<file path="src/design/kmrg_pkg.sv">
// Package for the k-way run merge selector.
// Holds the shared widths, codes and the result bundle; no dependencies.
`timescale 1ns / 1ps

package kmrg_pkg;

  localparam int MaxRuns     = 8;
  localparam int RunW        = 3;
  localparam int LenW        = 32;
  localparam int KeyMaxW     = 64;
  localparam int CfgIdxW     = 4;
  localparam int NumRunsDef  = 8;
  localparam int KeyBytesDef = 8;

  typedef enum logic {
    OpLoad   = 1'b0,
    OpSelect = 1'b1
  } op_e;

  typedef enum logic [1:0] {
    StEmit    = 2'd0,
    StDone    = 2'd1,
    StMissing = 2'd2,
    StLoaded  = 2'd3
  } status_e;

  typedef struct packed {
    status_e             status;
    logic [RunW-1:0]     run;
    logic [KeyMaxW-1:0]  key;
    logic [LenW-1:0]     pos;
  } res_t;

endpackage

</file>
<file path="src/design/kmrg_ram.sv">
// Generic single-port synchronous RAM with a registered read.
// No dependencies.
`timescale 1ns / 1ps

module kmrg_ram #(
  parameter int Width = 8,
  parameter int Depth = 8
) (
  input  logic                                 clk_i,
  input  logic                                 we_i,
  input  logic [(Depth > 1 ? $clog2(Depth) : 1)-1:0] addr_i,
  input  logic [Width-1:0]                     wdata_i,
  output logic [Width-1:0]                     rdata_o
);

  logic [Width-1:0] mem_q [Depth];
  logic [Width-1:0] rdata_q;

  always_ff @(posedge clk_i) begin
    if (we_i) begin
      mem_q[addr_i] <= wdata_i;
    end
    rdata_q <= mem_q[addr_i];
  end

  assign rdata_o = rdata_q;

endmodule

</file>
<file path="src/design/kmrg_ctrl.sv">
// Sequencer of the merge selector: loads heads, scans the runs through the
// key and position memories and writes back. Depends on kmrg_pkg and kmrg_ram.
`timescale 1ns / 1ps

module kmrg_ctrl #(
  parameter int NUM_RUNS  = kmrg_pkg::NumRunsDef,
  parameter int KEY_BYTES = kmrg_pkg::KeyBytesDef
) (
  input  logic                                         clk_i,
  input  logic                                         rst_ni,
  input  logic                                         start,
  output logic                                         busy_o,
  input  logic                                         operation_i,
  input  logic [kmrg_pkg::RunW-1:0]                    run_index_i,
  input  logic [kmrg_pkg::KeyMaxW-1:0]                 head_key_i,
  input  logic [kmrg_pkg::MaxRuns-1:0][kmrg_pkg::LenW-1:0] len_i,
  output logic                                         result_strobe_o,
  output kmrg_pkg::res_t                               res_o
);

  localparam int KeyW  = 8 * KEY_BYTES;
  localparam int AddrW = (NUM_RUNS > 1) ? $clog2(NUM_RUNS) : 1;
  localparam int IssW  = kmrg_pkg::RunW + 1;

  typedef enum logic [2:0] {
    SIdle = 3'b001,
    SScan = 3'b010,
    SFin  = 3'b100
  } state_e;

  state_e state_q, state_d;
  logic [IssW-1:0]                  iss_q, iss_d;
  logic                             ev_vld_q, ev_vld_d;
  logic [kmrg_pkg::RunW-1:0]        ev_idx_q, ev_idx_d;
  logic                             found_q, found_d;
  logic [kmrg_pkg::RunW-1:0]        best_q, best_d;
  logic [KeyW-1:0]                  best_key_q, best_key_d;
  logic [kmrg_pkg::LenW-1:0]        best_pos_q, best_pos_d;
  logic [kmrg_pkg::MaxRuns-1:0]     hv_q, hv_d;
  logic [kmrg_pkg::MaxRuns-1:0]     pw_q, pw_d;
  logic [kmrg_pkg::LenW-1:0]        cnt_q, cnt_d;
  logic                             strobe_q, strobe_d;
  kmrg_pkg::res_t                   res_q, res_d;

  logic                             key_we;
  logic [AddrW-1:0]                 key_addr;
  logic [KeyW-1:0]                  key_rdata;
  logic                             pos_we;
  logic [AddrW-1:0]                 pos_addr;
  logic [kmrg_pkg::LenW-1:0]        pos_wdata;
  logic [kmrg_pkg::LenW-1:0]        pos_rdata;
  logic [kmrg_pkg::LenW-1:0]        pos_cur;
  logic                             live;

  kmrg_ram #(.Width(KeyW), .Depth(NUM_RUNS)) u_key_ram (
    .clk_i  (clk_i),
    .we_i   (key_we),
    .addr_i (key_addr),
    .wdata_i(head_key_i[KeyW-1:0]),
    .rdata_o(key_rdata)
  );

  kmrg_ram #(.Width(kmrg_pkg::LenW), .Depth(NUM_RUNS)) u_pos_ram (
    .clk_i  (clk_i),
    .we_i   (pos_we),
    .addr_i (pos_addr),
    .wdata_i(pos_wdata),
    .rdata_o(pos_rdata)
  );

  assign pos_cur = pw_q[ev_idx_q] ? pos_rdata : '0;
  assign live    = pos_cur < len_i[ev_idx_q];

  always_comb begin
    state_d    = state_q;
    iss_d      = iss_q;
    ev_vld_d   = 1'b0;
    ev_idx_d   = ev_idx_q;
    found_d    = found_q;
    best_d     = best_q;
    best_key_d = best_key_q;
    best_pos_d = best_pos_q;
    hv_d       = hv_q;
    pw_d       = pw_q;
    cnt_d      = cnt_q;
    strobe_d   = 1'b0;
    res_d      = res_q;
    key_we     = 1'b0;
    key_addr   = AddrW'(iss_q[kmrg_pkg::RunW-1:0]);
    pos_we     = 1'b0;
    pos_addr   = AddrW'(iss_q[kmrg_pkg::RunW-1:0]);
    pos_wdata  = best_pos_q + kmrg_pkg::LenW'(1);

    case (state_q)
      SIdle: begin
        if (start) begin
          if (operation_i == kmrg_pkg::OpLoad) begin
            if (32'(run_index_i) < 32'(NUM_RUNS)) begin
              key_we            = 1'b1;
              key_addr          = AddrW'(run_index_i);
              hv_d[run_index_i] = 1'b1;
            end
            strobe_d     = 1'b1;
            res_d.status = kmrg_pkg::StLoaded;
            res_d.run    = run_index_i;
            res_d.key    = '0;
            res_d.pos    = '0;
          end else begin
            state_d = SScan;
            iss_d   = '0;
            found_d = 1'b0;
          end
        end
      end
      SScan: begin
        if (iss_q < IssW'(NUM_RUNS)) begin
          ev_vld_d = 1'b1;
          ev_idx_d = iss_q[kmrg_pkg::RunW-1:0];
          iss_d    = iss_q + IssW'(1);
        end
        if (ev_vld_q) begin
          if (live && !hv_q[ev_idx_q]) begin
            strobe_d     = 1'b1;
            res_d.status = kmrg_pkg::StMissing;
            res_d.run    = ev_idx_q;
            res_d.key    = '0;
            res_d.pos    = '0;
            ev_vld_d     = 1'b0;
            state_d      = SIdle;
          end else begin
            if (live && (!found_q || key_rdata <= best_key_q)) begin
              found_d    = 1'b1;
              best_d     = ev_idx_q;
              best_key_d = key_rdata;
              best_pos_d = pos_cur;
            end
            if (ev_idx_q == kmrg_pkg::RunW'(NUM_RUNS - 1)) begin
              state_d = SFin;
            end
          end
        end
      end
      SFin: begin
        state_d  = SIdle;
        strobe_d = 1'b1;
        if (found_q) begin
          res_d.status = kmrg_pkg::StEmit;
          res_d.run    = best_q;
          res_d.key    = kmrg_pkg::KeyMaxW'(best_key_q);
          res_d.pos    = cnt_q;
          cnt_d        = cnt_q + kmrg_pkg::LenW'(1);
          pos_we       = 1'b1;
          pos_addr     = AddrW'(best_q);
          hv_d[best_q] = 1'b0;
          pw_d[best_q] = 1'b1;
        end else begin
          res_d.status = kmrg_pkg::StDone;
          res_d.run    = '0;
          res_d.key    = '0;
          res_d.pos    = '0;
        end
      end
      default: begin
        state_d = SIdle;
      end
    endcase
  end

  always_ff @(posedge clk_i or negedge rst_ni) begin
    if (!rst_ni) begin
      state_q  <= SIdle;
      iss_q    <= '0;
      ev_vld_q <= 1'b0;
      found_q  <= 1'b0;
      hv_q     <= '0;
      pw_q     <= '0;
      cnt_q    <= '0;
      strobe_q <= 1'b0;
    end else begin
      state_q  <= state_d;
      iss_q    <= iss_d;
      ev_vld_q <= ev_vld_d;
      found_q  <= found_d;
      hv_q     <= hv_d;
      pw_q     <= pw_d;
      cnt_q    <= cnt_d;
      strobe_q <= strobe_d;
    end
  end

  always_ff @(posedge clk_i) begin
    ev_idx_q   <= ev_idx_d;
    best_q     <= best_d;
    best_key_q <= best_key_d;
    best_pos_q <= best_pos_d;
    res_q      <= res_d;
  end

  assign busy_o          = (state_q != SIdle);
  assign result_strobe_o = strobe_q;
  assign res_o           = res_q;

endmodule

</file>
<file path="src/design/kway_run_merge_selector_unit.sv">
// Top level of the k-way run merge selector: run length registers and the
// sequencer. Depends on kmrg_pkg and kmrg_ctrl.
//
// Usage: configuration words (index 0 to 7, run lengths in blocks) are written
// on the cfg channel, which is always ready, while the block is idle; an index
// above seven is ignored. A command word is taken at a clock edge with start
// high and busy low. A load word stores a head key and answers in the next
// cycle, with busy staying low, so loads can be issued every cycle. A select
// word raises busy and scans the runs one per cycle through the key and
// position memories; its result follows the compare of the last run, or comes
// earlier when a run with a missing head is met. Each memory has a single read
// port, so the scan reads one run at a time. Each result word is shown for
// exactly one cycle with result_strobe_o high; the receiver cannot stall it.
// Reset clears the run lengths, head valid flags, run positions and the
// output counter; the key memory is not cleared.
`timescale 1ns / 1ps

module kway_run_merge_selector_unit #(
  parameter int NUM_RUNS  = kmrg_pkg::NumRunsDef,
  parameter int KEY_BYTES = kmrg_pkg::KeyBytesDef
) (
  input  logic                          clk_i,
  input  logic                          rst_ni,
  input  logic                          cfg_valid_i,
  output logic                          cfg_ready_o,
  input  logic [kmrg_pkg::CfgIdxW-1:0]  cfg_index_i,
  input  logic [kmrg_pkg::LenW-1:0]     cfg_data_i,
  input  logic                          start,
  output logic                          busy,
  input  logic                          operation_i,
  input  logic [kmrg_pkg::RunW-1:0]     run_index_i,
  input  logic [kmrg_pkg::KeyMaxW-1:0]  head_key_i,
  output logic                          result_strobe_o,
  output logic [1:0]                    status_o,
  output logic [kmrg_pkg::RunW-1:0]     chosen_run_o,
  output logic [kmrg_pkg::KeyMaxW-1:0]  out_key_o,
  output logic [kmrg_pkg::LenW-1:0]     out_position_o
);

  logic [kmrg_pkg::MaxRuns-1:0][kmrg_pkg::LenW-1:0] len_q;
  kmrg_pkg::res_t res;

  assign cfg_ready_o = 1'b1;

  always_ff @(posedge clk_i or negedge rst_ni) begin
    if (!rst_ni) begin
      len_q <= '0;
    end else if (cfg_valid_i && cfg_index_i < kmrg_pkg::CfgIdxW'(kmrg_pkg::MaxRuns)) begin
      len_q[cfg_index_i[kmrg_pkg::RunW-1:0]] <= cfg_data_i;
    end
  end

  kmrg_ctrl #(
    .NUM_RUNS (NUM_RUNS),
    .KEY_BYTES(KEY_BYTES)
  ) u_ctrl (
    .clk_i          (clk_i),
    .rst_ni         (rst_ni),
    .start          (start),
    .busy_o         (busy),
    .operation_i    (operation_i),
    .run_index_i    (run_index_i),
    .head_key_i     (head_key_i),
    .len_i          (len_q),
    .result_strobe_o(result_strobe_o),
    .res_o          (res)
  );

  assign status_o       = res.status;
  assign chosen_run_o   = res.run;
  assign out_key_o      = res.key;
  assign out_position_o = res.pos;

endmodule
</file>
<file path="config.mk">
export PLATFORM = sky130hd
export DESIGN_NAME = kway_run_merge_selector_unit
export DESIGN_NICKNAME = d
export VERILOG_FILES = /design/src/design/kmrg_pkg.sv /design/src/design/kmrg_ram.sv /design/src/design/kmrg_ctrl.sv /design/src/design/kway_run_merge_selector_unit.sv
export SDC_FILE = /design/constraint.sdc
export NUM_CORES = 2
export LEC_CHECK = 0
export ABC_AREA = 1
export BUFFER_PORTS_ARGS = -buffer_cell sky130_fd_sc_hd__clkbuf_2
export CORE_ASPECT_RATIO = 1.75
export CORE_MARGIN = 2
export CORE_UTILIZATION = 35
export CTS_CLUSTER_DIAMETER = 80
export CTS_CLUSTER_SIZE = 40
export DETAILED_ROUTE_END_ITERATION = 8
export PLACE_DENSITY = 0.54
export SYNTH_ARGS = -nofsm -noshare
export SYNTH_HDL_FRONTEND = slang
export SYNTH_SLANG_ARGS = --single-unit
</file>
<file path="constraint.sdc">
create_clock -name clk_i -period 14 [get_ports clk_i]
set_input_delay 2.1 -clock clk_i [delete_from_list [all_inputs] [get_ports clk_i]]
set_output_delay 2.1 -clock clk_i [all_outputs]
set_load 0.05 [all_outputs]
</file>
Word-level counts from Yosys, hierarchy flattened. Memories as Yosys holds them, arrays and structs flattened. A register that Yosys moved wholly into a read port is not among the register bits. Index checks and enable logic that the tools add are counted.

Flip-flop bits (word level): 517. Memory bits (writable): 768. Input port bits: 108. Memories: 2.

Memories: u_ctrl.u_key_ram.mem_q (words 8, bits a word 64, rd ports 1, clocked after Yosys merged registers in 1, wr ports 1, RTL line kmrg_ram.sv:16) `logic [Width-1:0] mem_q [Depth];`; u_ctrl.u_pos_ram.mem_q (words 8, bits a word 32, rd ports 1, clocked after Yosys merged registers in 1, wr ports 1, RTL line kmrg_ram.sv:16).

Add/sub/neg operators: 3. Order comparisons: 11. Equal/unequal tests: 15. Muxes and demuxes: 61. Bitwise gates (word level): 5. Reduce and logical (&&, ||, !) cells: 20.

Operators by type and width (count): $mux 101 (4); $pmux 101 s3 (1); $bwmux 256 (1); $mux 100 (1); $bmux 32 s3 (1); $demux 32 s3 (1); $mux 32 (3); $add 32x1->32 const B (2); $le 64x64->1 (1); $lt 32x32->1 (1); $mux 3 (10); $mux 1 (24); $mux 8 (3); $lt 3x4->1 const B (4); $or 8x8->8 (2); $pmux 8 s2 (1); $reduce_and 4->1 (4); $mux 4 (3); $ne 2x1->1 const B (5); $ge 3x1->1 const B (3); $and 8x8->8 (1); $lt 4x4->1 const B (2); $ne 2x2->1 const B (4); $not 8->8 (1); 20 further kinds (32).

Longest topological paths before layout.
Depth in word-level cells: 9. Mapped depth: 22. Depth with buffers taken out: 21.

By module. From an unflattened synthesis, not the netlist that was laid out.

Cells, all modules: 5981. Area, all modules: 59144.2 sq um.

Modules (own cells, without submodules): kmrg_ram (u_ctrl.u_key_ram) (times used 1, cells an instance 2155, area an instance 22920.7 sq um); kmrg_ctrl (times used 1, cells an instance 1587, area an instance 14641.5 sq um); kmrg_ram (u_ctrl.u_pos_ram) (times used 1, cells an instance 1084, area an instance 11472.3 sq um); kway_run_merge_selector_unit (times used 1, cells an instance 1155, area an instance 10109.7 sq um).

Least setup slack after synthesis. No wires, ideal clock.

Path type: register to register. Start point: register u_ctrl.ev_idx_q[0] (netlist name). End point: register u_ctrl.res_q (netlist bit u_ctrl.res_o[0]) (enable). Library setup time: 587 ps. Arrival time: 7668 ps. Data required time: 13413 ps. Path slack: 5745 ps. Cell stages (with the launch flop): 16. Period minus slack after synthesis: 8255 ps. Path through: edfxtp_1 -> buf_2 -> buf_2 -> clkbuf_1 -> clkbuf_1 -> a21oi_1 -> o21ai_0 -> o211ai_1 -> o21ai_0 -> ha_1 -> a21oi_1 -> nor2_1 -> a211o_1 -> a211oi_1 -> nand3_1 -> o211ai_1.

Cells in the longest elaborated chain, start to end: 7.

Ends and longest elaborated chain: start, declared (RTL line kmrg_ctrl.sv:34) `logic [kmrg_pkg::RunW-1:0] ev_idx_q, ev_idx_d;`; start signal, assigned (RTL line kmrg_ctrl.sv:192) `ev_idx_q <= ev_idx_d;`; $bmux 1 s3 (RTL line kmrg_ctrl.sv:71) `assign pos_cur = pw_q[ev_idx_q] ? pos_rdata : '0;`; $mux 1 (not written as such) (RTL line kmrg_ctrl.sv:71); $mux 32 (RTL line kmrg_ctrl.sv:71); $lt 32x32->1 (RTL line kmrg_ctrl.sv:72) `assign live = pos_cur < len_i[ev_idx_q];`; $logic_and 1x1->1 (*) (RTL line kmrg_ctrl.sv:122) `if (live && !hv_q[ev_idx_q]) begin`; $ne 2x1->1 (no source line) (*); $reduce_and 5->1 (no source line) (*); end signal, assigned (RTL line kmrg_ctrl.sv:196) `res_q <= res_d;`; end, declared (RTL line kmrg_ctrl.sv:43) `kmrg_pkg::res_t res_q, res_d;`.

Every way passes the cells marked *; elsewhere a longest branch is shown, timed or not. The select of a mux whose other input is x is not followed. A chain may end at the register's enable or synchronous reset.

Final worst setup path.
Start point: register u_ctrl.ev_idx_q[0] (netlist name). End point: register u_ctrl.res_q (netlist bit u_ctrl.res_o[45]) (enable).

The elaborated chain is that of the path after synthesis.

==> flow_metrics.env <==
export IMPL_clk_pin_slew_worst_paths_ns=0.14
export IMPL_reg2reg_depth=15
export IMPL_avgSynthCellArea_sq_um=11.78
export IMPL_whs_path_depth=0
export IMPL_startpoint_type="flip-flop"
export IMPL_power_density_mw_per_mm2=169.9
export IMPL_fmax_ghz=0.1479
export IMPL_ff2ff_setup_slack_ns=7.24
export IMPL_dr_total_vias=34610
export IMPL_synth_fa_ha_area_share_pct=2.238
export IMPL_clock_root_buffer="clkbuf_16"
export IMPL_ioPinCount=212
export IMPL_ys_async_sr_fraction_pct=22.74
export IMPL_dpl_cell_count=6732
export IMPL_synthFlopType="edfxtp_1"
export IMPL_yosys_warnings=0
export IMPL_yosys_area_share_simple_pct=10.94
export IMPL_comb_power_share_pct=29.7
export IMPL_cts_buffers=45
export IMPL_grt_use_total_pct=18.04
export IMPL_hold_end="u_ctrl.best_key_q[31]"
export IMPL_slowest_stage="a211oi_1"
export IMPL_syn2layout_area_growth_pct=8.983
export IMPL_cp_cell_sequence="buf_4 > buf_4 > buf_4 > o21ai_0 > o211ai_1 > o21ai_0 > ha_1 > a21oi_1 > nor2_1 > a211o_1 > a211oi_1 > nand3_1 > o211ai_1 > buf_4 > buf_4"
export IMPL_drv_slew=0
export IMPL_dieArea_sq_mm=0.1598
export IMPL_synth_edf_count=971
export IMPL_synth_compound_area_share_pct=11.12
export IMPL_remaining_drc_errors=0
export IMPL_clockBufferDepth=3
export IMPL_cpPeakStageDelay_ns=0.80
export IMPL_synth_area_mux_share_pct=0
export IMPL_yosys_area_share_xor_xnor_pct=0.9433
export IMPL_syn_nets=4858
export IMPL_end_kind="flip-flop"
export IMPL_routedWlPerCell_um=21.35
export IMPL_grt_overflow=0
export IMPL_grt_max_degree=142
export IMPL_cts_sinks=1381
export IMPL_rsz0062_at_grt="false"
export IMPL_portBuffers=210
export IMPL_grt_pass1_vias=34530
export IMPL_pwr_share_clk_pct=19.6
export IMPL_hold_buffers=0
export IMPL_dpl_worst_slack_ns=7.136
export IMPL_finalHoldViolCount=0
export IMPL_switchingPower_mw=3.717
export IMPL_slew_headroom_pct=23.69
export IMPL_p_seq_share_pct=50.7
export IMPL_synth_area_sq_mm=0.05478
export IMPL_wl_met3_um=6432
export IMPL_p_int_mw=6.428
export IMPL_finalNetCount=4948
export IMPL_hold_class="flip-flop to flip-flop"
export IMPL_clkLatencyLatePin_ns=0.72
export IMPL_netSwitchingFraction_pct=36.64
export IMPL_synth_ff_latch_count=1381
export IMPL_r2r_start="u_ctrl.ev_idx_q[0]"
export IMPL_hpwl_um=89420
export IMPL_power_mw=10.14
export IMPL_worst_pin_slew_ns=1.141
export IMPL_m1WireLength_um=58540
export IMPL_wl_met2_um=75710
export IMPL_routed_via_density=5.075
export IMPL_post_cts_resized=0
export IMPL_yosysTopAreaCell="edfxtp_1"
export IMPL_antenna_found_initial=16
export IMPL_crit_arrival_ns=7.08
export IMPL_synth_top_area_share_pct=53.23
export IMPL_drtPass1Iterations=5
export IMPL_cts_tree="yes"
export IMPL_outcome="finished clean"
export IMPL_synth_top_family_by_area="compound AO/OA/AOI/OAI gates"
export IMPL_die_w_um=303.1
export IMPL_required_ns=14.32
export IMPL_fin_cells=6820
export IMPL_crit_type="flip-flop to flip-flop"
export IMPL_setup_violations=0
export IMPL_synthCells=4652
export IMPL_cap_viol_max_count=0
export IMPL_hp_start="u_ctrl.u_key_ram.rdata_o[31]"
export IMPL_rr_endpoint="u_ctrl.res_o[45]"
export IMPL_layout_drive_gt1_share_pct=8.747
export IMPL_worstPathMaxFanout=81
export IMPL_fin_setup_tns_ns=0
export IMPL_grt_pass1_wl_um=218600
export IMPL_finalCriticalPeriod_ns=6.762
export IMPL_drt_antenna_violating_nets=0
export IMPL_htree_levels=2
export IMPL_p_leak_nw=22.19
export IMPL_rows=192
export IMPL_vdd_drop_max_uv=124.0
export IMPL_path_common_cell="buf_4"
export IMPL_core_region_area_sq_mm=0.1559
export IMPL_finalClockSkew_ns=0.06235
export IMPL_synthDistinctLibCells=51
export IMPL_setup_slack_ns=7.238
export IMPL_ys_seq_area_share_pct=71.08
export IMPL_highest_layer="met5"
export IMPL_fp_dieH_um=527.4
export IMPL_finalWirelength_um=145600
export IMPL_synth_area_leaders="edfxtp_1, dfrtp_1, o21ai_0"
export IMPL_gp_congestion=0.8972
export IMPL_post_cts_setup_buffers=0
export IMPL_fin_crit_sh_pct=48.30
export IMPL_drt_iter0_drc=2653
export IMPL_start_util_pct=35.14
[power by group through the flow]
stage / registers, mW / clock network [mW] / logic (mW)
floorplan: 5.33 / 0 / 1.92
global placement: 5.23 / 0 / 3.03
detailed placement: 5.23 / 0 / 3.06
CTS: 5.14 / 2.05 / 3.07
global route: 5.18 / 2.17 / 3.40
finish: 5.14 / 1.99 / 3.02
[cells by family after synthesis]
| kind of cell | count (synthesis) |
|---|---|
| and+or+nand+nor | 1502 |
| DFF | 1381 |
| AOI/OAI and AO/OA | 1105 |
| buffers and inverters | 506 |
| adders and majority gates | 98 |
| xor gates and xnor gates | 59 |
| other | 1 |
[registers in the layout, indices dropped and copies added, names as in the netlist]
name,cells
u_ctrl.cnt_q,32
u_ctrl.ev_vld_q,1
u_ctrl.pw_q,8
u_ctrl.hv_q,8
u_ctrl.u_key_ram.rdata_o,64
u_ctrl.res_o,101
u_ctrl.u_pos_ram.rdata_o,32
u_ctrl.iss_q,4
u_ctrl.ev_idx_q,3
u_ctrl.found_q,1
len_q,256
u_ctrl.best_q,3
u_ctrl.u_pos_ram.mem_q,256
u_ctrl.best_pos_q,32
u_ctrl.state_q,3
u_ctrl.best_key_q,64
u_ctrl.result_strobe_o,1
u_ctrl.u_key_ram.mem_q,512
[synthesized netlist by cell type (2+ instances only)]
library cell and count:
nand2_2 6, o21a_1 3, o221ai_1 4, inv_2 12, nor4_4 2, nor2_1 974
nor3_1 17, clkbuf_1 171, a21oi_1 120, nand3_2 2, nor2_4 4, dfrtp_1 313
o2111ai_1 95, nor2_2 4, ha_1 98, buf_2 49, o22ai_1 35, buf_4 2
buf_1 8, edfxtp_1 971, buf_6 5, a31oi_1 2, nand2_1 398, dfxtp_1 96
o21ai_2 3, nor3_2 6, xnor2_1 11, o21ai_1 36, nand3_1 50, nor4_1 11
a211oi_1 5, o21ai_0 760, inv_1 257, and3_1 2, nand4_1 22, xor2_1 48
o211ai_1 36
[critical path: cells and delay by family, from the launching register on]
kind	cells	cell delay, ns
adders and majority gates	1	0.26
DFF	1	0.34
and+or+nand+nor	2	0.58
buffers and inverters	5	2.84
AOI/OAI and AO/OA	7	2.15
[worst max-delay path by stage]
stage,from,to,depth (start not counted)
after CTS,u_ctrl.ev_idx_q[0],u_ctrl.res_o[47],15
after detailed placement,u_ctrl.ev_idx_q[0],u_ctrl.res_o[41],15
after floorplan,u_ctrl.ev_idx_q[0],u_ctrl.res_o[0],15
after global placement,u_ctrl.ev_idx_q[0],u_ctrl.res_o[41],15
after global routing,u_ctrl.ev_idx_q[0],u_ctrl.res_o[47],15
final,u_ctrl.ev_idx_q[0],u_ctrl.res_o[45],15
[layout by cell type (no fill, tap or decap), types with 36 or more instances in the layout]
cell type / count
clkbuf_16: 46
dfxtp_1: 96
nand3_1: 47
edfxtp_1: 971
o211ai_1: 36
dfrtp_1: 313
o21ai_0: 760
a21oi_1: 120
nor2_1: 954
ha_1: 98
nand2_1: 392
o2111ai_1: 95
clkbuf_2: 209
inv_1: 257
xor2_1: 48
o21ai_1: 36
buf_4: 67
[per-layer routing]
metal  GRT usage, %  vias to the layer above
li1               -                    16360
met1          21.58                    17350
met2          32.73                      678
met3          2.634                      198
met4          6.128                       24
met5              0                        -
[metrics by stage]
step	hold slack, ns	utilization, %	area [sq um]
detailed placement	0.4236	37.29	58130
finish	0.4464	38.29	59700
CTS	0.4460	38.29	59690
floorplan	0.4082	-	54780
global placement	0.4215	37.29	58130
global route	0.4705	38.29	59700
[cell type report]
type                    instances  area (sq um)
diodes                          4         10.01
clock buffers                  65          1222
clock inverters                19         335.3
fillers                     15000         96210
inverters                     271          1028
multi-input cells            2765         14030
flip-flops and latches       1381         38940
well taps                    2037          2549
repair buffers                278          1584
Note: power is estimated with default switching activity, not from simulation.
